### config.mk
export PLATFORM = sky130hd
export DESIGN_NAME = led_panel_scan_driver
export DESIGN_NICKNAME = d
export VERILOG_FILES = /design/src/design/ledscan_pkg.sv /design/src/design/led_panel_scan_driver.sv /design/src/design/ledscan_ram.sv
export SDC_FILE = /design/constraint.sdc
export NUM_CORES = 1
export LEC_CHECK = 0
export ABC_AREA = 1
export BUFFER_PORTS_ARGS = -buffer_cell sky130_fd_sc_hd__buf_2
export CAP_MARGIN = 15
export CORE_MARGIN = 4
export CORE_UTILIZATION = 60
export DETAILED_ROUTE_END_ITERATION = 12
export GPL_ROUTABILITY_DRIVEN = 1
export GPL_TIMING_DRIVEN = 0
export PLACE_DENSITY = 0.82
export SETUP_SLACK_MARGIN = 0.15
export SLEW_MARGIN = 20
export SYNTH_ARGS = -nofsm -noshare
export SYNTH_HDL_FRONTEND = slang
export SYNTH_HIERARCHICAL = 1
export SYNTH_SLANG_ARGS = --single-unit
export TNS_END_PERCENT = 5
### constraint.sdc
create_clock -name clk -period 7.45 [get_ports clk]
set_input_delay 0.745 -clock clk [delete_from_list [all_inputs] [get_ports clk]]
set_output_delay 0.745 -clock clk [all_outputs]
set_load 0.005 [all_outputs]
### src/design/ledscan_pkg.sv
// Types, constants, font ROM and microprogram for the LED panel scan driver.
package ledscan_pkg;

    localparam int FRAME_BYTES = 64;
    localparam int FRAME_AW    = 6;
    localparam int GLYPH_BYTES = 12;
    localparam int FONT_DIGITS = 10;
    localparam int FONT_AW     = 7;

    localparam logic [15:0] HOLD_RESET = 16'd25;
    localparam logic [5:0]  BLINK_BASE = 6'd30;
    localparam logic [3:0]  DIGIT_MAX  = 4'd9;

    // request codes
    localparam logic [1:0] REQ_DIGIT = 2'd0;
    localparam logic [1:0] REQ_BLINK = 2'd1;
    localparam logic [1:0] REQ_SCAN  = 2'd2;

    // register word index
    localparam logic REG_HOLD_TICKS = 1'b0;

    // pin_levels bit positions
    localparam int PIN_CLK = 0;
    localparam int PIN_DAT = 1;
    localparam int PIN_STB = 2;
    localparam int PIN_MOD = 3;

    typedef enum logic [2:0] {
        PH_BANK  = 3'd0,
        PH_PIX   = 3'd1,
        PH_HOLD  = 3'd2,
        PH_ROW   = 3'd3,
        PH_LATCH = 3'd4
    } phase_t;

    // micro-PC
    typedef enum logic [1:0] {
        UPC_IDLE      = 2'd0,
        UPC_WR_GLYPH  = 2'd1,
        UPC_WR_COLON  = 2'd2,
        UPC_SCAN_EMIT = 2'd3
    } upc_t;

    typedef struct packed {
        logic       wr_en;     // write a byte into the frame store
        logic       wr_colon;  // source is the colon pattern, else font ROM
        logic       emit;      // advance the scan and present pins
        logic [3:0] cnt_last;  // loop count at which the step returns to idle
    } ucode_t;

    localparam ucode_t UCODE [4] = '{
        '{wr_en: 1'b0, wr_colon: 1'b0, emit: 1'b0, cnt_last: 4'd0},
        '{wr_en: 1'b1, wr_colon: 1'b0, emit: 1'b0, cnt_last: 4'd11},
        '{wr_en: 1'b1, wr_colon: 1'b1, emit: 1'b0, cnt_last: 4'd3},
        '{wr_en: 1'b0, wr_colon: 1'b0, emit: 1'b1, cnt_last: 4'd0}
    };

    localparam logic [7:0] COLON_PATTERN [4] = '{8'h03, 8'h60, 8'h03, 8'h60};
    localparam logic [5:0] PLACE_BASE [4]    = '{6'd2, 6'd16, 6'd38, 6'd52};

    localparam logic [7:0] FONT_ROM [FONT_DIGITS * GLYPH_BYTES] = '{
        8'h03,8'he0,8'h05,8'h10,8'h04,8'h90,8'h04,8'h50,8'h03,8'he0,8'h00,8'h00,
        8'h00,8'h00,8'h04,8'h20,8'h07,8'hf0,8'h04,8'h00,8'h00,8'h00,8'h00,8'h00,
        8'h06,8'h20,8'h05,8'h10,8'h04,8'h90,8'h04,8'h90,8'h04,8'h60,8'h00,8'h00,
        8'h02,8'h20,8'h04,8'h10,8'h04,8'h90,8'h04,8'h90,8'h03,8'h60,8'h00,8'h00,
        8'h01,8'h80,8'h01,8'h40,8'h01,8'h20,8'h07,8'hf0,8'h01,8'h00,8'h00,8'h00,
        8'h02,8'h70,8'h04,8'h50,8'h04,8'h50,8'h04,8'h50,8'h03,8'h90,8'h00,8'h00,
        8'h03,8'hc0,8'h04,8'ha0,8'h04,8'h90,8'h04,8'h90,8'h03,8'h00,8'h00,8'h00,
        8'h00,8'h10,8'h07,8'h10,8'h00,8'h90,8'h00,8'h50,8'h00,8'h30,8'h00,8'h00,
        8'h03,8'h60,8'h04,8'h90,8'h04,8'h90,8'h04,8'h90,8'h03,8'h60,8'h00,8'h00,
        8'h00,8'h60,8'h04,8'h90,8'h04,8'h90,8'h02,8'h90,8'h01,8'he0,8'h00,8'h00
    };

endpackage

### src/design/led_panel_scan_driver.sv
// Top level of the LED panel scan driver: microcoded sequencer, frame store, scan engine.
//
//  channel   direction  handshake                 payload
//  request   in         in_valid / in_ready       req_type, digit_value, digit_position,
//                                                 blinker_on
//  pins      out        out_valid / out_ready     pin_clock, pin_data, pin_strobe, pin_mode
//  config    in         APB psel/penable/pready   hold_ticks at byte address 0
//
//  Items are accepted while idle. A scan tick then emits once the pin register
//  is free, a digit draw writes once per glyph byte, a blinker draw once per colon
//  byte; ignored requests stay idle. The single frame store write port sets the
//  draw cost. Frame store reads are zero until written: a valid bit per byte is
//  cleared by reset, so no clearing pass is run. Reset state drives all pins high.
module led_panel_scan_driver #(
    parameter int ROWS = 8
) (
    input  logic        clk,
    input  logic        rst_n,

    input  logic        in_valid,
    output logic        in_ready,
    input  logic [1:0]  req_type,
    input  logic [3:0]  digit_value,
    input  logic [1:0]  digit_position,
    input  logic        blinker_on,

    output logic        out_valid,
    input  logic        out_ready,
    output logic        pin_clock,
    output logic        pin_data,
    output logic        pin_strobe,
    output logic        pin_mode,

    input  logic        psel,
    input  logic        penable,
    input  logic        pwrite,
    input  logic [2:0]  paddr,
    input  logic [31:0] pwdata,
    output logic [31:0] prdata,
    output logic        pready
);

    // ---------------------------------------------------------------- config
    logic [15:0] hold_ticks_reg;
    logic        cfg_hit;

    assign pready  = 1'b1;
    assign cfg_hit = (paddr[2] == ledscan_pkg::REG_HOLD_TICKS);
    assign prdata  = cfg_hit ? {16'd0, hold_ticks_reg} : 32'd0;

    always_ff @(posedge clk or negedge rst_n)
    begin
        if (!rst_n)
        begin
            hold_ticks_reg <= ledscan_pkg::HOLD_RESET;
        end
        else if (psel && penable && pwrite && pready && cfg_hit)
        begin
            hold_ticks_reg <= pwdata[15:0];
        end
    end

    // ---------------------------------------------------------------- sequencer
    ledscan_pkg::upc_t   upc_reg, upc_next;
    ledscan_pkg::ucode_t uc;
    logic [3:0]          cnt_reg, cnt_next;
    logic [3:0]          digit_reg;
    logic [1:0]          place_reg;
    logic                blink_reg;
    logic                out_free;
    logic                emit_go;

    assign uc       = ledscan_pkg::UCODE[upc_reg];
    assign in_ready = (upc_reg == ledscan_pkg::UPC_IDLE);
    assign out_free = !out_valid || out_ready;
    assign emit_go  = uc.emit && out_free;

    always_ff @(posedge clk or negedge rst_n)
    begin
        if (!rst_n)
        begin
            upc_reg <= ledscan_pkg::UPC_IDLE;
            cnt_reg <= 4'd0;
        end
        else
        begin
            upc_reg <= upc_next;
            cnt_reg <= cnt_next;
        end
    end

    always_ff @(posedge clk)
    begin
        if (in_valid && in_ready)
        begin
            digit_reg <= digit_value;
            place_reg <= digit_position;
            blink_reg <= blinker_on;
        end
    end

    always_comb
    begin
        upc_next = upc_reg;
        cnt_next = cnt_reg;
        priority if (uc.wr_en)
        begin
            if (cnt_reg == uc.cnt_last)
            begin
                upc_next = ledscan_pkg::UPC_IDLE;
                cnt_next = 4'd0;
            end
            else
            begin
                cnt_next = cnt_reg + 4'd1;
            end
        end
        else if (uc.emit)
        begin
            if (out_free)
            begin
                upc_next = ledscan_pkg::UPC_IDLE;
            end
        end
        else if (in_valid)
        begin
            cnt_next = 4'd0;
            unique case (req_type)
                ledscan_pkg::REQ_DIGIT:
                begin
                    if (digit_value <= ledscan_pkg::DIGIT_MAX)
                    begin
                        upc_next = ledscan_pkg::UPC_WR_GLYPH;
                    end
                end
                ledscan_pkg::REQ_BLINK: upc_next = ledscan_pkg::UPC_WR_COLON;
                ledscan_pkg::REQ_SCAN:  upc_next = ledscan_pkg::UPC_SCAN_EMIT;
                default:                upc_next = ledscan_pkg::UPC_IDLE;
            endcase
        end
    end

    // ---------------------------------------------------------------- frame store
    logic [ledscan_pkg::FRAME_BYTES-1:0] valid_reg;
    logic [ledscan_pkg::FRAME_AW-1:0]    wr_addr;
    logic [7:0]                          wr_data;
    logic [ledscan_pkg::FONT_AW-1:0]     font_idx;
    logic [ledscan_pkg::FRAME_AW-1:0]    rd_addr;
    logic                                rd_en;
    logic [7:0]                          rd_data;
    logic                                rd_valid_reg;
    logic [7:0]                          pix_byte;

    assign font_idx = 7'(digit_reg) * 7'(ledscan_pkg::GLYPH_BYTES) + 7'(cnt_reg);

    always_comb
    begin
        if (uc.wr_colon)
        begin
            wr_addr = ledscan_pkg::BLINK_BASE + 6'(cnt_reg[1:0]);
            wr_data = blink_reg ? ledscan_pkg::COLON_PATTERN[cnt_reg[1:0]] : 8'd0;
        end
        else
        begin
            wr_addr = ledscan_pkg::PLACE_BASE[place_reg] + 6'(cnt_reg);
            wr_data = ledscan_pkg::FONT_ROM[font_idx];
        end
    end

    ledscan_ram #(
        .WIDTH (8),
        .DEPTH (ledscan_pkg::FRAME_BYTES)
    ) u_frame (
        .clk   (clk),
        .we    (uc.wr_en),
        .waddr (wr_addr),
        .wdata (wr_data),
        .re    (rd_en),
        .raddr (rd_addr),
        .rdata (rd_data)
    );

    always_ff @(posedge clk or negedge rst_n)
    begin
        if (!rst_n)
        begin
            valid_reg    <= '0;
            rd_valid_reg <= 1'b0;
        end
        else
        begin
            if (uc.wr_en)
            begin
                valid_reg[wr_addr] <= 1'b1;
            end
            if (rd_en)
            begin
                rd_valid_reg <= valid_reg[rd_addr];
            end
        end
    end

    assign pix_byte = rd_valid_reg ? rd_data : 8'd0;

    // ---------------------------------------------------------------- scan engine
    ledscan_pkg::phase_t phase_reg, phase_next;
    logic [2:0]          row_reg, row_next;
    logic [1:0]          bank_reg, bank_next;
    logic [4:0]          bit_cnt_reg, bit_cnt_next;
    logic [15:0]         hold_cnt_reg, hold_cnt_next;
    logic [3:0]          pins_reg, pins_next;
    logic                out_valid_reg;
    ledscan_pkg::phase_t eff_phase;
    logic [1:0]          eff_bank;
    logic [4:0]          eff_cnt;
    logic [7:0]          tx_byte;
    logic [2:0]          row_last;

    assign row_last = 3'(ROWS - 1);

    // Pixel bytes of one bank go odd first, then even: base = row*8 + (3-bank)*2.
    assign rd_en   = in_ready;
    assign rd_addr = {row_reg, ~bank_reg, ~bit_cnt_reg[4]};

    always_ff @(posedge clk or negedge rst_n)
    begin
        if (!rst_n)
        begin
            phase_reg     <= ledscan_pkg::PH_BANK;
            row_reg       <= 3'd0;
            bank_reg      <= 2'd3;
            bit_cnt_reg   <= 5'd0;
            hold_cnt_reg  <= 16'd0;
            pins_reg      <= 4'hf;
            out_valid_reg <= 1'b0;
        end
        else
        begin
            if (emit_go)
            begin
                phase_reg    <= phase_next;
                row_reg      <= row_next;
                bank_reg     <= bank_next;
                bit_cnt_reg  <= bit_cnt_next;
                hold_cnt_reg <= hold_cnt_next;
                pins_reg     <= pins_next;
            end
            if (emit_go)
            begin
                out_valid_reg <= 1'b1;
            end
            else if (out_ready)
            begin
                out_valid_reg <= 1'b0;
            end
        end
    end

    always_comb
    begin
        // An expired hold falls through to the next bank or row select this tick.
        eff_phase = phase_reg;
        eff_bank  = bank_reg;
        eff_cnt   = bit_cnt_reg;
        if (phase_reg == ledscan_pkg::PH_HOLD && hold_cnt_reg >= hold_ticks_reg)
        begin
            eff_cnt = 5'd0;
            if (bank_reg == 2'd0)
            begin
                eff_phase = ledscan_pkg::PH_ROW;
            end
            else
            begin
                eff_phase = ledscan_pkg::PH_BANK;
                eff_bank  = bank_reg - 2'd1;
            end
        end

        phase_next    = eff_phase;
        row_next      = row_reg;
        bank_next     = eff_bank;
        bit_cnt_next  = eff_cnt + 5'd1;
        hold_cnt_next = 16'd0;
        pins_next     = pins_reg;
        tx_byte       = 8'd0;

        unique case (eff_phase)
            ledscan_pkg::PH_PIX:
            begin
                tx_byte                      = pix_byte;
                pins_next[ledscan_pkg::PIN_MOD] = 1'b0;
                pins_next[ledscan_pkg::PIN_STB] = 1'b1;
                if (eff_cnt == 5'd31)
                begin
                    bit_cnt_next = 5'd0;
                    phase_next   = ledscan_pkg::PH_HOLD;
                end
            end
            ledscan_pkg::PH_HOLD:
            begin
                bit_cnt_next  = eff_cnt;
                hold_cnt_next = hold_cnt_reg + 16'd1;
            end
            ledscan_pkg::PH_ROW:
            begin
                tx_byte                      = 8'd1 << row_reg;
                pins_next[ledscan_pkg::PIN_MOD] = 1'b1;
                if (eff_cnt == 5'd15)
                begin
                    bit_cnt_next = 5'd0;
                    phase_next   = ledscan_pkg::PH_LATCH;
                end
            end
            ledscan_pkg::PH_LATCH:
            begin
                pins_next[ledscan_pkg::PIN_STB] = 1'b0;
                pins_next[ledscan_pkg::PIN_MOD] = 1'b0;
                row_next     = (row_reg >= row_last) ? 3'd0 : row_reg + 3'd1;
                bank_next    = 2'd3;
                bit_cnt_next = 5'd0;
                phase_next   = ledscan_pkg::PH_BANK;
            end
            default:
            begin
                // bank select; an undefined phase code restarts here at tick zero
                if (eff_phase != ledscan_pkg::PH_BANK)
                begin
                    eff_cnt = 5'd0;
                end
                tx_byte                      = {6'd0, eff_bank};
                pins_next[ledscan_pkg::PIN_MOD] = 1'b1;
                phase_next   = ledscan_pkg::PH_BANK;
                bit_cnt_next = eff_cnt + 5'd1;
                if (eff_cnt == 5'd15)
                begin
                    bit_cnt_next = 5'd0;
                    phase_next   = ledscan_pkg::PH_PIX;
                end
            end
        endcase

        // serial bit: low half of the bit then high half, LSB first
        if (eff_phase != ledscan_pkg::PH_HOLD && eff_phase != ledscan_pkg::PH_LATCH)
        begin
            pins_next[ledscan_pkg::PIN_DAT] = tx_byte[eff_cnt[3:1]];
            pins_next[ledscan_pkg::PIN_CLK] = eff_cnt[0];
        end
    end

    assign out_valid  = out_valid_reg;
    assign pin_clock  = pins_reg[ledscan_pkg::PIN_CLK];
    assign pin_data   = pins_reg[ledscan_pkg::PIN_DAT];
    assign pin_strobe = pins_reg[ledscan_pkg::PIN_STB];
    assign pin_mode   = pins_reg[ledscan_pkg::PIN_MOD];

`ifndef SYNTHESIS
    // A new pin item only ever comes out of the emit step.
    a_emit_source: assert property (@(posedge clk) disable iff (!rst_n)
        $rose(out_valid) |-> $past(upc_reg == ledscan_pkg::UPC_SCAN_EMIT))
        else $error("pin item presented outside the emit step");

    // Select bytes take 16 ticks, so the tick count never reaches bit 4 there.
    a_select_cnt: assert property (@(posedge clk) disable iff (!rst_n)
        (phase_reg == ledscan_pkg::PH_BANK || phase_reg == ledscan_pkg::PH_ROW)
        |-> !bit_cnt_reg[4])
        else $error("select tick count out of range");

    // Scan state only moves when the pin register can take the new item.
    a_stall_hold: assert property (@(posedge clk) disable iff (!rst_n)
        (out_valid && !out_ready) |=> $stable(pins_reg) && $stable(phase_reg))
        else $error("scan advanced while pins stalled");

    // Frame store writes happen only in the draw steps, never while idle.
    a_write_step: assert property (@(posedge clk) disable iff (!rst_n)
        (in_valid && in_ready) |-> !uc.wr_en)
        else $error("frame store written while accepting an item");
`endif

endmodule

### src/design/ledscan_ram.sv
// Generic single-write, single-read RAM with registered read data.
module ledscan_ram #(
    parameter int WIDTH = 8,
    parameter int DEPTH = 64
) (
    input  logic                     clk,
    input  logic                     we,
    input  logic [$clog2(DEPTH)-1:0] waddr,
    input  logic [WIDTH-1:0]         wdata,
    input  logic                     re,
    input  logic [$clog2(DEPTH)-1:0] raddr,
    output logic [WIDTH-1:0]         rdata
);

    logic [WIDTH-1:0] mem_reg [DEPTH];
    logic [WIDTH-1:0] rdata_reg;

    always_ff @(posedge clk)
    begin
        if (we)
        begin
            mem_reg[waddr] <= wdata;
        end
        if (re)
        begin
            rdata_reg <= mem_reg[raddr];
        end
    end

    assign rdata = rdata_reg;

endmodule
==> reports/metrics.csv <==
metric,value,unit
status,completed,
DP HPWL,58100,µm
number of nets with antenna violations after routing,0,
cts hold-fix bufs,0,
slew margin rel.,27.2,%
Pint,8400,µW
ant diodes,0,
CP Class,reg -> reg,
Layout Utilization,69.4,%
# DRC,0,
Max Buffers Root-to-Sink,3,
Inst Count DP,3669,
sequential power share,40.1,%
largest cells by area after synthesis,"edfxtp_1 (54%), nand2_1 (10%), dfrtp_1 (9.5%), nand3_1 (8.0%), nor2_1 (2.3%)",
PortBufs,53,
gr usage total,31.1,%
root buf cell,clkbuf_16,
Layout Nets,3181,
Max-cap violations,0,
Yosys Warn Count,6,
design area,33400,µm²
vias per cell,5.98,
Final Max Slew Viols,0,
cts repair resizes,0,
Synth Register Bits,648,
max FFs per register,512,
Critical Path Start Type,flip-flop,
Mapped Cells,2858,
"Cell Area, Placed",31300,µm²
Comb pwr share,35.9,%
Final GP Congestion,0.980,
total setup buffers inserted after CTS,0,
"IR drop worst, VDD",0.000245,V
fill count,3415,
Pwr Total,13500,µW
WL final,82600,µm
vias in the first global route,22000,
Critical Path RT,7.67,ns
hold_ws,0.0443,ns
average routed wire per standard cell,21.8,µm
final period utilization,58.9,%
Die X-Extent,230,µm
Syn Area/Cell,10.3,µm²
unrepaired setup endpoints after global routing,no,
"CTS clk-pin slew, worst paths",0.06,ns
reg2reg path depth,9,
share of cells above drive strength 1,10.5,%
Worst Skew,0.0200,ns
clk_lat worst skew,0.61,ns
Final Hold Fails,0,
Yosys top cell area share,53.7,%
Worst Hold Class,in -> async,
fin cells,3788,
fmax,228,MHz
R2R Setup Slk,3.06,ns
Area Growth Syn to Fin,13.3,%
first-pass GRT wire length,127000,µm
Die ar.,52800,µm²
Psw,5140,µW
initial DRC count,3360,
CTS tree,built,
Static Leak,0.0134,µW
First-pass DRT Iterations,8,
Sink Count,648,
Slew @ Worst Pin,1.09,ns
grt total ovfl,0,
PD cells,405,nW/µm²
Site Rows,80,
Worst Path Arrival,4.60,ns
synthesized area,29500,µm²
Unique masters post-synth,52,
Switching Share,37.9,%
pin count of the biggest net entering global routing,83,
register area share after synthesis,64.0,%
htree depth,3,
Die Y,230,µm
clock network power share,23.9,%
io pins,90,
CP Capture Type,flip-flop,
total CTS buffers,67,
Initial Utilization,61.3,%
core box area,48100,µm²
initial antenna violation count,0,
CP max FO,10,
# setup viols final,0,
via count,22700,
fin crit period,4.39,ns
Synth area leader,edfxtp_1,
-- placed cells by master, fill, tap and decap left out, types with 32 or more instances in the layout --
cell type  synthesis  layout
nand3_1          474     474
nor2_1           181     181
edfxtp_1         527     527
inv_1            167     167
buf_4             31      36
buf_6             35      43
a21oi_1           85      85
clkbuf_16          0      70
o21ai_0          126     124
conb_1             2      81
ha_1              45      45
nand2_1          805     803
buf_2             46     101
dfrtp_1          112     112
clkbuf_1          36      54
o21bai_1          32      32
-- path summary, 6_finish.rpt --
path,startpoint,end
worst min-delay path,rst_n,cnt_reg[2]$_DFFE_PN0P_
max in group asynchronous,rst_n,hold_ticks_reg[4]$_DFFE_PN1P_
worst min register to register,valid_reg[26]$_DFFE_PN0N_,valid_reg[26]$_DFFE_PN0N_
min in group clk,digit_position[0],place_reg[0]$_DFFE_PP_
worst max register to register,upc_reg[0]$_DFFE_PN0P_,u_frame/mem_reg[27][4]$_DFFE_PP_
worst max-delay path,upc_reg[0]$_DFFE_PN0P_,u_frame/mem_reg[27][4]$_DFFE_PP_
-- cells by family (layout without fill, tap and decap cells) --
group	count (synthesis)	after routing	share of synthesized area (%)
buf+inv	335	530	5.84
flops	648	648	64.0
xor+xnor	13	13	0.386
other cells	2	81	0.0255
compound gates	294	294	5.64
fa+ha+maj	48	48	2.11
simple gates	1518	1518	22.0
-- layout make-up --
type / count / area, µm² / share of cell area (%)
Sequential cell: 648 / 18900 / 56.4
Multi-Input combinational cell: 1954 / 9330 / 27.9
Clock buffer: 89 / 1830 / 5.48
Buffer: 160 / 1060 / 3.17
Tap cell: 656 / 821 / 2.46
Inverter: 175 / 663 / 1.98
Timing Repair Buffer: 76 / 586 / 1.75
Clock inverter: 30 / 269 / 0.805
-- stage by stage --
| stage | setup slack [ns] | setup TNS (ns) |
|---|---|---|
| 5_1_grt | 3.03 | 0 |
| 4_1_cts | 3.29 | 0 |
| 3_5_place_dp | 3.31 | 0 |
| 6_report | 3.06 | 0 |
| 2_1_floorplan | 1.92 | 0 |
| 3_3_place_gp | -2.55 | -709.99 |
-- Yosys cell counts, drive strengths merged --
library cell and n:
xnor2 4, dfrtp 112, o311ai 3, o21bai 32, edfxtp 527, o2111ai 2
o211ai 8, nand3 476, nor2 185, inv 172, nand3b 2, a21oi 86
nor4 8, fa 3, clkinv 3, a211oi 6, nand2 815, o21ai 137
xor2 9, ha 45, clkbuf 36, o22ai 2, o31ai 4, or2 2
nand4 24, nor3 6, a211o 1, a31oi 10, a22oi 1, conb 2
dfstp 9, o221ai 2, buf 124
-- routing by layer --
metal,vias up,global-route usage (%),wire length [µm]
met5,-,0,0
met4,0,13.8,4360
met3,291,6.46,9000
met2,1425,49.5,38000
met1,10800,41.8,31200
li1,10200,-,-
-- worst max-delay path, stage by stage (launching register included) --
cell      delay (ns)
dfrtp_1         0.43
inv_1           0.09
ha_1            0.21
buf_2           0.25
inv_1           0.29
a21oi_1         0.25
clkbuf_1        0.30
inv_1           0.30
nand4_1         0.72
nor2_1          1.12
-- power by group through the flow --
stage / Combinational [µW] / Sequential, µW / Clock [µW]
5_1_grt: 5220 / 5470 / 3440
3_5_place_dp: 4690 / 5500 / 0
3_3_place_gp: 3960 / 5580 / 0
2_1_floorplan: 2620 / 5550 / 0
6_report: 4870 / 5430 / 3240
4_1_cts: 4720 / 5430 / 3280
Power figures use the tool's default switching activity.
